**src/design/omni_wheel_odometry_unit_assert.svh**
```systemverilog
// Assertion macros for the omni wheel odometry unit.
`ifndef OMNI_WHEEL_ODOMETRY_UNIT_ASSERT_SVH
`define OMNI_WHEEL_ODOMETRY_UNIT_ASSERT_SVH
// Implication checked every clock outside reset.
`define OWO_ASSERT_IMP(label, clk, rst_n, ante, cons, msg) \
  label: assert property (@(posedge clk) disable iff (!rst_n) (ante) |-> (cons)) \
    else $error(msg);
// Next-cycle implication checked outside reset.
`define OWO_ASSERT_NXT(label, clk, rst_n, ante, cons, msg) \
  label: assert property (@(posedge clk) disable iff (!rst_n) (ante) |=> (cons)) \
    else $error(msg);
`endif

```
**src/design/owo_lane.sv**
```systemverilog
// One wheel lane: delta from the stored angle, held last angle.
`default_nettype none
module owo_lane (
  input  wire logic               clk_i,
  input  wire logic               rst_ni,
  input  wire logic               load_i,
  input  wire logic signed [31:0] angle_i,
  output logic signed [32:0]      delta_o
);
  logic signed [31:0] last_q;
  logic signed [32:0] delta_q;
  always_ff @(posedge clk_i or negedge rst_ni) begin
    if (!rst_ni) begin
      last_q  <= '0;
      delta_q <= '0;
    end else if (load_i) begin
      delta_q <= 33'(angle_i) - 33'(last_q);
      last_q  <= angle_i;
    end
  end
  assign delta_o = delta_q;
endmodule
`default_nettype wire

```
**config.mk**
```make
export PLATFORM = sky130hd
export DESIGN_NAME = owo_lane
export DESIGN_NICKNAME = d
export VERILOG_FILES = /design/src/design/omni_wheel_odometry_unit_assert.svh /design/src/design/owo_lane.sv
export SDC_FILE = /design/constraint.sdc
export NUM_CORES = 1
export LEC_CHECK = 0
export ABC_AREA = 1
export BUFFER_PORTS_ARGS = -buffer_cell sky130_fd_sc_hd__buf_2
export CORE_MARGIN = 2
export CORE_UTILIZATION = 60
export CTS_BUF_LIST = sky130_fd_sc_hd__clkbuf_2
export DETAILED_ROUTE_END_ITERATION = 6
export PLACE_DENSITY = 0.9
export SYNTH_ARGS = -nofsm -noshare
export SYNTH_HDL_FRONTEND = slang
export SYNTH_SLANG_ARGS = --single-unit
```
**constraint.sdc**
```tcl
create_clock -name clk_i -period 4.2 [get_ports clk_i]
set_input_delay 0 -clock clk_i [delete_from_list [all_inputs] [get_ports clk_i]]
set_output_delay 0 -clock clk_i [all_outputs]
set_load 0.1 [all_outputs]
```
* Word level (Yosys, flattened, before mapping) *
Index checks and enable logic that the tools add are counted.
W data, S select, Z words.

storage, ports and cells
  bits in registers = 65
  bits of input ports = 35
  output and inout port bits = 33
  logic and storage cells = 3

cells by class
  $add $sub $neg = 1

operators with widths
  operator          number
  $sub A32 B32 Y33  1

* Depth between registers and ports, before layout *
Gate-level depths: netlist of run 1.

  depth after elaboration = 1
  gate-level depth with buffers = 15
  gate-level depth less buffers = 15

* Worst setup path after synthesis of run 1 *
OpenSTA, ideal clock, no wires.

  kind = reg-to-reg
  start point = register last_q[0]
  end point = register delta_q[28] (netlist: delta_o[28])
  data arrival time = 1.690 ns
  required time = 4.080 ns
  path slack = 2.390 ns
  stages on the path, launching flop included = 13
  cells stage by stage = dfrtp_1 ha_1 fa_1 inv_1 nand2_1 a21oi_1 nand2_1 nand3_2 nand2_1 nand2_1 nand2_1 nand3_1 nand2_1

on the way
  word-level cells in the longest chain between the ends = 1

ends and longest elaborated chain
  what                    line            source
  from (decl)             owo_lane.sv:10  logic signed [31:0] last_q;
  from (signal assigned)  owo_lane.sv:18  last_q <= angle_i;
  $sub A32 B32 Y33        owo_lane.sv:17  delta_q <= 33'(angle_i) - 33'(last_q);
  to (signal assigned)    owo_lane.sv:17
  to (decl)               owo_lane.sv:11  logic signed [32:0] delta_q;

No other way between the ends.
A chain may end at the register's enable or synchronous reset.

* Final worst setup path of run 1 *
Same ends and word-level chain as after synthesis.

==> results of run 1 <==
-- worst register-to-register path: stages (launching register included) --
cell and delay (ns):
sky130_fd_sc_hd__dfrtp_1 0.44, sky130_fd_sc_hd__ha_1 0.21, sky130_fd_sc_hd__fa_1 0.36, sky130_fd_sc_hd__inv_1 0.11
sky130_fd_sc_hd__nand2_1 0.10, sky130_fd_sc_hd__a21oi_1 0.22, sky130_fd_sc_hd__nand2_1 0.10, sky130_fd_sc_hd__nand3_2 0.09
sky130_fd_sc_hd__nand2_1 0.08, sky130_fd_sc_hd__nand2_1 0.07, sky130_fd_sc_hd__nand2_1 0.04, sky130_fd_sc_hd__nand3_1 0.06
sky130_fd_sc_hd__nand2_1 0.06
-- cell usage after synthesis (2+ instances only) --
cell type	count
sky130_fd_sc_hd__ha_1	32
sky130_fd_sc_hd__a21oi_1	20
sky130_fd_sc_hd__clkbuf_1	12
sky130_fd_sc_hd__xnor2_1	14
sky130_fd_sc_hd__nand3b_1	4
sky130_fd_sc_hd__nor2_2	2
sky130_fd_sc_hd__dfrtp_1	65
sky130_fd_sc_hd__nand2_2	5
sky130_fd_sc_hd__nor2_1	44
sky130_fd_sc_hd__nand4_1	3
sky130_fd_sc_hd__inv_1	161
sky130_fd_sc_hd__o21ai_0	44
sky130_fd_sc_hd__nand2_1	316
sky130_fd_sc_hd__o21ai_1	5
sky130_fd_sc_hd__nand3_2	3
sky130_fd_sc_hd__o21bai_1	3
sky130_fd_sc_hd__nand3_1	37
sky130_fd_sc_hd__nor3_1	4
-- per-layer routing --
metal,global-route usage,vias to the layer above,part of all wire
li1,-,2534,-
met1,0.417,2224,0.46
met2,0.486,184,0.46
met3,0.0506,27,0.065
met4,0.106,0,0.021
met5,0,-,0
-- metrics by stage --
step	total power, mW	util
floorplan	1.77	-
global placement	2.00	0.680
detailed placement	2.03	0.680
CTS	2.44	0.737
global route	2.59	0.737
finish	2.45	0.737
-- sequential cells by signal, indices dropped and copies added, names as in the netlist --
| signal | count |
|---|---|
| delta_o | 33 |
| last_q | 32 |
-- power by group --
part / internal (mW) / switching, mW
registers: 0.723 / 0.0506
clock network: 0.136 / 0.262
logic: 0.292 / 0.985
total: 1.15 / 1.30
-- worst min-delay path by stage --
stage	start	endpoint	slack [ns]
4_1_cts	load_i	last_q[22]	0.10
6_report	load_i	delta_o[2]	0.09
3_5_place_dp	angle_i[22]	last_q[22]	0.23
3_3_place_gp	rst_ni	last_q[5]	0.21
2_1_floorplan	rst_ni	delta_o[0]	-0.30
5_1_grt	load_i	delta_o[2]	0.14
-- timing repair --
item                      4_1_cts  5_1_grt
setup buffers                   0        0
hold buffers                   33        0
hold endpoints to repair      125        0
-- kinds of logic after synthesis --
family | after synthesis | share of synthesized area
XOR/XNOR | 14 | 0.0251
AND/OR/NAND/NOR | 418 | 0.343
buffers and inverters | 176 | 0.136
flip-flops | 65 | 0.333
AO/OA/AOI/OAI | 73 | 0.0768
adder cells (fa/ha/maj) | 33 | 0.0860
-- final cells by class --
| class | count | area [um^2] | share of cell area |
|---|---|---|---|
| clock buffer | 9 | 45.0 | 0.00782 |
| sequential | 65 | 1630 | 0.283 |
| clock inverter | 7 | 71.3 | 0.0124 |
| inverter | 162 | 608 | 0.106 |
| tap | 102 | 128 | 0.0222 |
| timing repair buffer | 102 | 681 | 0.118 |
| multi-input combinational | 538 | 2600 | 0.451 |
==> out/results.ini, run 1 <==
[status]
status=finished, final reports clean

[global_route]
number_of_global_route_vias_before_repair=4644
antenna_found_initial=0
overflow=0
grt_start_max_net_pins=81
grt_first_pass_wirelength_um=21000
grt.total_usage=0.304

[timing]
setup_viol=0
period_needed_ns=2.06
worst_slew_pin_slew_ns=0.848
fin_skew_ns=0.0337
layout_setup_ws_ns=2.14
layout_worst_path_cycle_share=0.491
final-hold-violation-count=0
unrepaired_setup_endpoints_after_global_routing=false
fmaxAchievable_ghz=0.485
finalSetupTns_ns=0
maxSlewViolCount=0
worst_hold_slack_ns=0.0928
max-slew-margin-rel=0.434

[detailed_routing]
postRouteWirelength_um=12700
total_drc_errors_in_the_routed_layout=0
drt_first_pass_iters=7
drt_iter0_drc=294
detail_route.wl_per_cell_um=12.9
route.vias.total=4969
viasPerCell=5.04
antenna_violating_nets_post_route=0

[floorplan]
die_x_um=94.3
die_y_um=94.3
top_level_ports=68
placementRows=32
start_util=0.626
design.core.area_mm2=0.00781
fp.dieArea_mm2=0.00889

[hold_path]
hold_path.class=in -> reg
worst_hold_path.num_cells=4

[clocking]
path_clk_slew_ns=0.23
insertion_delay_ns=0.55
number_of_clock_buffers_inserted_by_tritoncts=9
htree_levels=3
clk_path_buf_depth=2
number_of_clock_sinks_seen_by_cts=65
clock-root-buffer=sky130_fd_sc_hd__clkbuf_2
cts_tree=done
ctsResizeCount=0

[worst_setup_path]
worst_r2r_endpoint=delta_o[28]
cp_num_cells=12
cp_slowest_stage_delay_ns=0.44
arrival_ns=2.50
timing_worst_setup_path_type=reg -> reg
critPathBufInv=1
worstPathRequired_ns=4.64
cpLargestDelayFamily=simple AND/OR/NAND/NOR gates
crit_path_cell_trace=ha_1 > fa_1 > inv_1 > nand2_1 > a21oi_1 > nand2_1 > nand3_2 > nand2_1 > nand2_1 > nand2_1 > nand3_1 > nand2_1
startpoint=last_q[0]
setup.worst_path.end_class=register
r2r_start=last_q[0]
crit_path_frequent_cell=sky130_fd_sc_hd__nand2_1
worstSetupStartpointType=register
worstPathMaxFanout=4
slowest_stage_cell_cp=sky130_fd_sc_hd__dfrtp_1
r2r_cells=12
worst-r2r-setup-slack_ns=2.14
worstSetupEndpoint=delta_o[28]

[placement]
dpl_worst_slack_ns=2.21
placement.io_buffers=67
dp.cells=936
post_dp_cell_area_mm2=0.00531
dp.final_hpwl_um=9390
final_weighted_congestion_of_routability_driven_global_placement=0.897

[synth]
netlist_instances=779
yosysSeqAreaShare=0.333
synth_top_area_share=0.333
synth-edff-count=0
netlist_area_mm2=0.00489
netlist.top_cell.by_area=sky130_fd_sc_hd__dfrtp_1
synth_async_sr_flop_share=1.00
synthDistinctLibCells=23
ys_seq_elements=65
yosysWarnings=0
area_contributors_post_synth=sky130_fd_sc_hd__dfrtp_1 33%, sky130_fd_sc_hd__nand2_1 24%, sky130_fd_sc_hd__inv_1 12%
syn_nets=847
dominantRegCellSynth=sky130_fd_sc_hd__dfrtp_1
synth.avg_cell_area_um2=6.28

[final_layout]
layout.cells.most_common=sky130_fd_sc_hd__nand2_1
post-route-cell-area_mm2=0.00576
final_cell_count_no_fill=985
nets=946
n_antenna_cell=0
layout_common_cells=316 x sky130_fd_sc_hd__nand2_1, 161 x sky130_fd_sc_hd__inv_1, 67 x sky130_fd_sc_hd__buf_2
area.growth.synth_to_final_pct=17.7
layout.filler_cells=661
layout-drive-gt1-share=0.108

[power]
power_per_cell_area_mw_per_mm2=425
p_leak_nw=3.45
vdd.ir_drop.worst_mv=0.245

[flow_run]
max-cap-violations=0

(Power assumes the default switching activity.)
==> inputs of run 2 (changes only) <==
==> constraint.sdc (replaced) <==
create_clock -name clk_i -period 2.1 [get_ports clk_i]
set_input_delay 0 -clock clk_i [delete_from_list [all_inputs] [get_ports clk_i]]
set_output_delay 0 -clock clk_i [all_outputs]
set_load 0.1 [all_outputs]
==> run 2 against run 1 <==
Net effect: non-clock buffer count up 1; sequential share of layout area fell by 0.18 points; wire length rose by 3.2%; critical endpoint is now delta_o[31]; the flow now finishes with violations (negative hold slack); hold slack got worse by 0.10 ns; largest cell class unchanged; critical path depth grew 1; first-iteration DRC count is 26% higher; largest power group unchanged.
==> out/results.ini, run 2 (synthesized netlist as in run 1, its figures left out) <==
[worst_setup_path]
cp_num_cells=13  ; +1
worstSetupStartpointType=register
worst-r2r-setup-slack_ns=0.11  ; -2.02 ns
cp_slowest_stage_delay_ns=0.39  ; -0.05 ns
crit_path_cell_trace=inv_1 > ha_2 > nand2_1 > nor2_2 > nand3_1 > nand2_2 > nand2_1 > nand2_2 > nand2_1 > nand2_1 > nand2_1 > nand3_1 > nand2_1
slowest_stage_cell_cp=sky130_fd_sc_hd__ha_2
worstPathMaxFanout=4  ; unchanged
arrival_ns=2.42  ; -0.08 ns
crit_path_frequent_cell=sky130_fd_sc_hd__nand2_1
r2r_cells=13  ; +1
setup.worst_path.end_class=register
cpLargestDelayFamily=simple AND/OR/NAND/NOR gates
timing_worst_setup_path_type=reg -> reg
critPathBufInv=1  ; unchanged
worstPathRequired_ns=2.54  ; -2.10 ns

[timing]
period_needed_ns=1.99  ; -0.0779 ns
finalSetupTns_ns=0  ; unchanged
layout_worst_path_cycle_share=0.946  ; +0.454
fmaxAchievable_ghz=0.504  ; +3.9%
fin_skew_ns=0.0279  ; -0.00574 ns
worst_slew_pin_slew_ns=0.840  ; -0.00812 ns
max-slew-margin-rel=0.439  ; +0.00460
worst_hold_slack_ns=-0.00748  ; -0.100 ns
maxSlewViolCount=0  ; unchanged
final-hold-violation-count=4  ; +4
setup_viol=0  ; unchanged
layout_setup_ws_ns=0.114  ; -2.02 ns

[placement]
post_dp_cell_area_mm2=0.00532  ; +0.24%
final_weighted_congestion_of_routability_driven_global_placement=0.933  ; +4.0%
dpl_worst_slack_ns=0.0916  ; -2.12 ns
dp.final_hpwl_um=9670  ; +3.0%
dp.cells=936  ; unchanged
placement.io_buffers=67  ; unchanged

[detailed_routing]
highest-signal-layer=met4
wl_met2_um=6170  ; +6.1%
route.vias.total=5097  ; +2.6%
postRouteWirelength_um=13100  ; +3.2%
drt_first_pass_iters=6  ; -1
antenna_violating_nets_post_route=0  ; unchanged
drt_iter0_drc=369  ; +26%
total_drc_errors_in_the_routed_layout=0  ; unchanged
wl_met1_um=5750  ; -0.62%
detail_route.wl_per_cell_um=13.3  ; +3.2%
dr_wl_met3_um=929  ; +13%
viasPerCell=5.17  ; +2.6%

[final_layout]
nets=947  ; +0.11%
layout.filler_cells=637  ; -3.6%
n_antenna_cell=0  ; unchanged
area.growth.synth_to_final_pct=18.5
combined_area_of_the_multi_input_logic_cells_mm2=0.00263  ; +1.4%
register_area_mm2=0.00163  ; unchanged
final_cell_count_no_fill=985  ; unchanged
layout-drive-gt1-share=0.118  ; +0.0102
layout_common_cells=314 x sky130_fd_sc_hd__nand2_1, 160 x sky130_fd_sc_hd__inv_1, 67 x sky130_fd_sc_hd__buf_2
layout.cells.most_common=sky130_fd_sc_hd__nand2_1
post-route-cell-area_mm2=0.00579  ; +0.65%
largest_register_ff_count=33  ; unchanged

[floorplan]
placementRows=32  ; unchanged
top_level_ports=68  ; unchanged
design.core.area_mm2=0.00781  ; unchanged
die_x_um=94.3  ; unchanged
fp.dieArea_mm2=0.00889  ; unchanged
die_y_um=94.3  ; unchanged
start_util=0.626  ; unchanged

[power]
p_leak_nw=3.46  ; +0.27%
power_per_cell_area_mw_per_mm2=842  ; +98%
vdd.ir_drop.worst_mv=0.612  ; +150%
post-layout-total-power_mw=4.88  ; +99%

[flow_run]
max-cap-violations=0  ; unchanged

[clocking]
number_of_clock_sinks_seen_by_cts=65  ; unchanged
clock-root-buffer=sky130_fd_sc_hd__clkbuf_2
cts_tree=done
insertion_delay_ns=0.53  ; -0.02 ns
path_clk_slew_ns=0.20  ; -0.03 ns
clk_path_buf_depth=2  ; unchanged
htree_levels=3  ; unchanged
number_of_clock_buffers_inserted_by_tritoncts=9  ; unchanged

[global_route]
number_of_global_route_vias_before_repair=4883  ; +5.1%
grt.total_usage=0.307  ; +0.00299
grt_start_max_net_pins=80  ; -1.2%
overflow=0  ; unchanged
grt_first_pass_wirelength_um=21400  ; +1.7%
antenna_found_initial=0  ; unchanged

[status]
status=finished, violations left
violations=negative hold slack

[hold_path]
hold_path.class=in -> async

[run 2: cell count changes in the layout (fill, tap and decap cells not counted), sizes merged]
cell and change:
clkinvlp -2, buf +1, clkbuf +1
[run 2: cell type report]
type                    count  share of cell area
repair buffers            103               0.121
multi-input cells         538               0.455
inverters                 162               0.105
flip-flops and latches     65               0.281
clock inverters             5             0.00821
clock buffers              10             0.00864
well taps                 102              0.0220
[run 2: worst paths after layout]
kind                              from          end
min in group clk_i              load_i  delta_o[28]
max in group asynchronous       rst_ni   last_q[16]
hold / removal                  rst_ni   last_q[30]
hold reg to reg            delta_o[23]  delta_o[23]
setup reg to reg             last_q[5]  delta_o[31]
setup / recovery             last_q[5]  delta_o[31]
[run 2: through the flow]
step                 util  hold WS (ns)
floorplan               -        -0.296
global placement    0.682        0.0454
detailed placement  0.682        0.0615
CTS                 0.737        0.0363
global route        0.742        0.0726
finish              0.742      -0.00748
[run 2: report_power, final]
group | switching, mW | total, mW | internal [mW]
clock | 0.483 | 0.745 | 0.262
combinational | 1.99 | 2.59 | 0.600
sequential | 0.0984 | 1.54 | 1.45
[run 2: routing by layer]
layer / global-route usage / up-vias
li1: - / 2549
met1: 0.398 / 2325
met2: 0.523 / 197
met3: 0.0474 / 26
met4: 0.103 / 0
met5: 0 / -
[run 2: repair_timing]
action | in CTS | in global routing
resized for setup | 0 | 10
hold endpoints to repair | 108 | 0
hold buffers | 33 | 0
buffers inserted | 0 | 1
endpoints found under the setup margin | 0 | 9
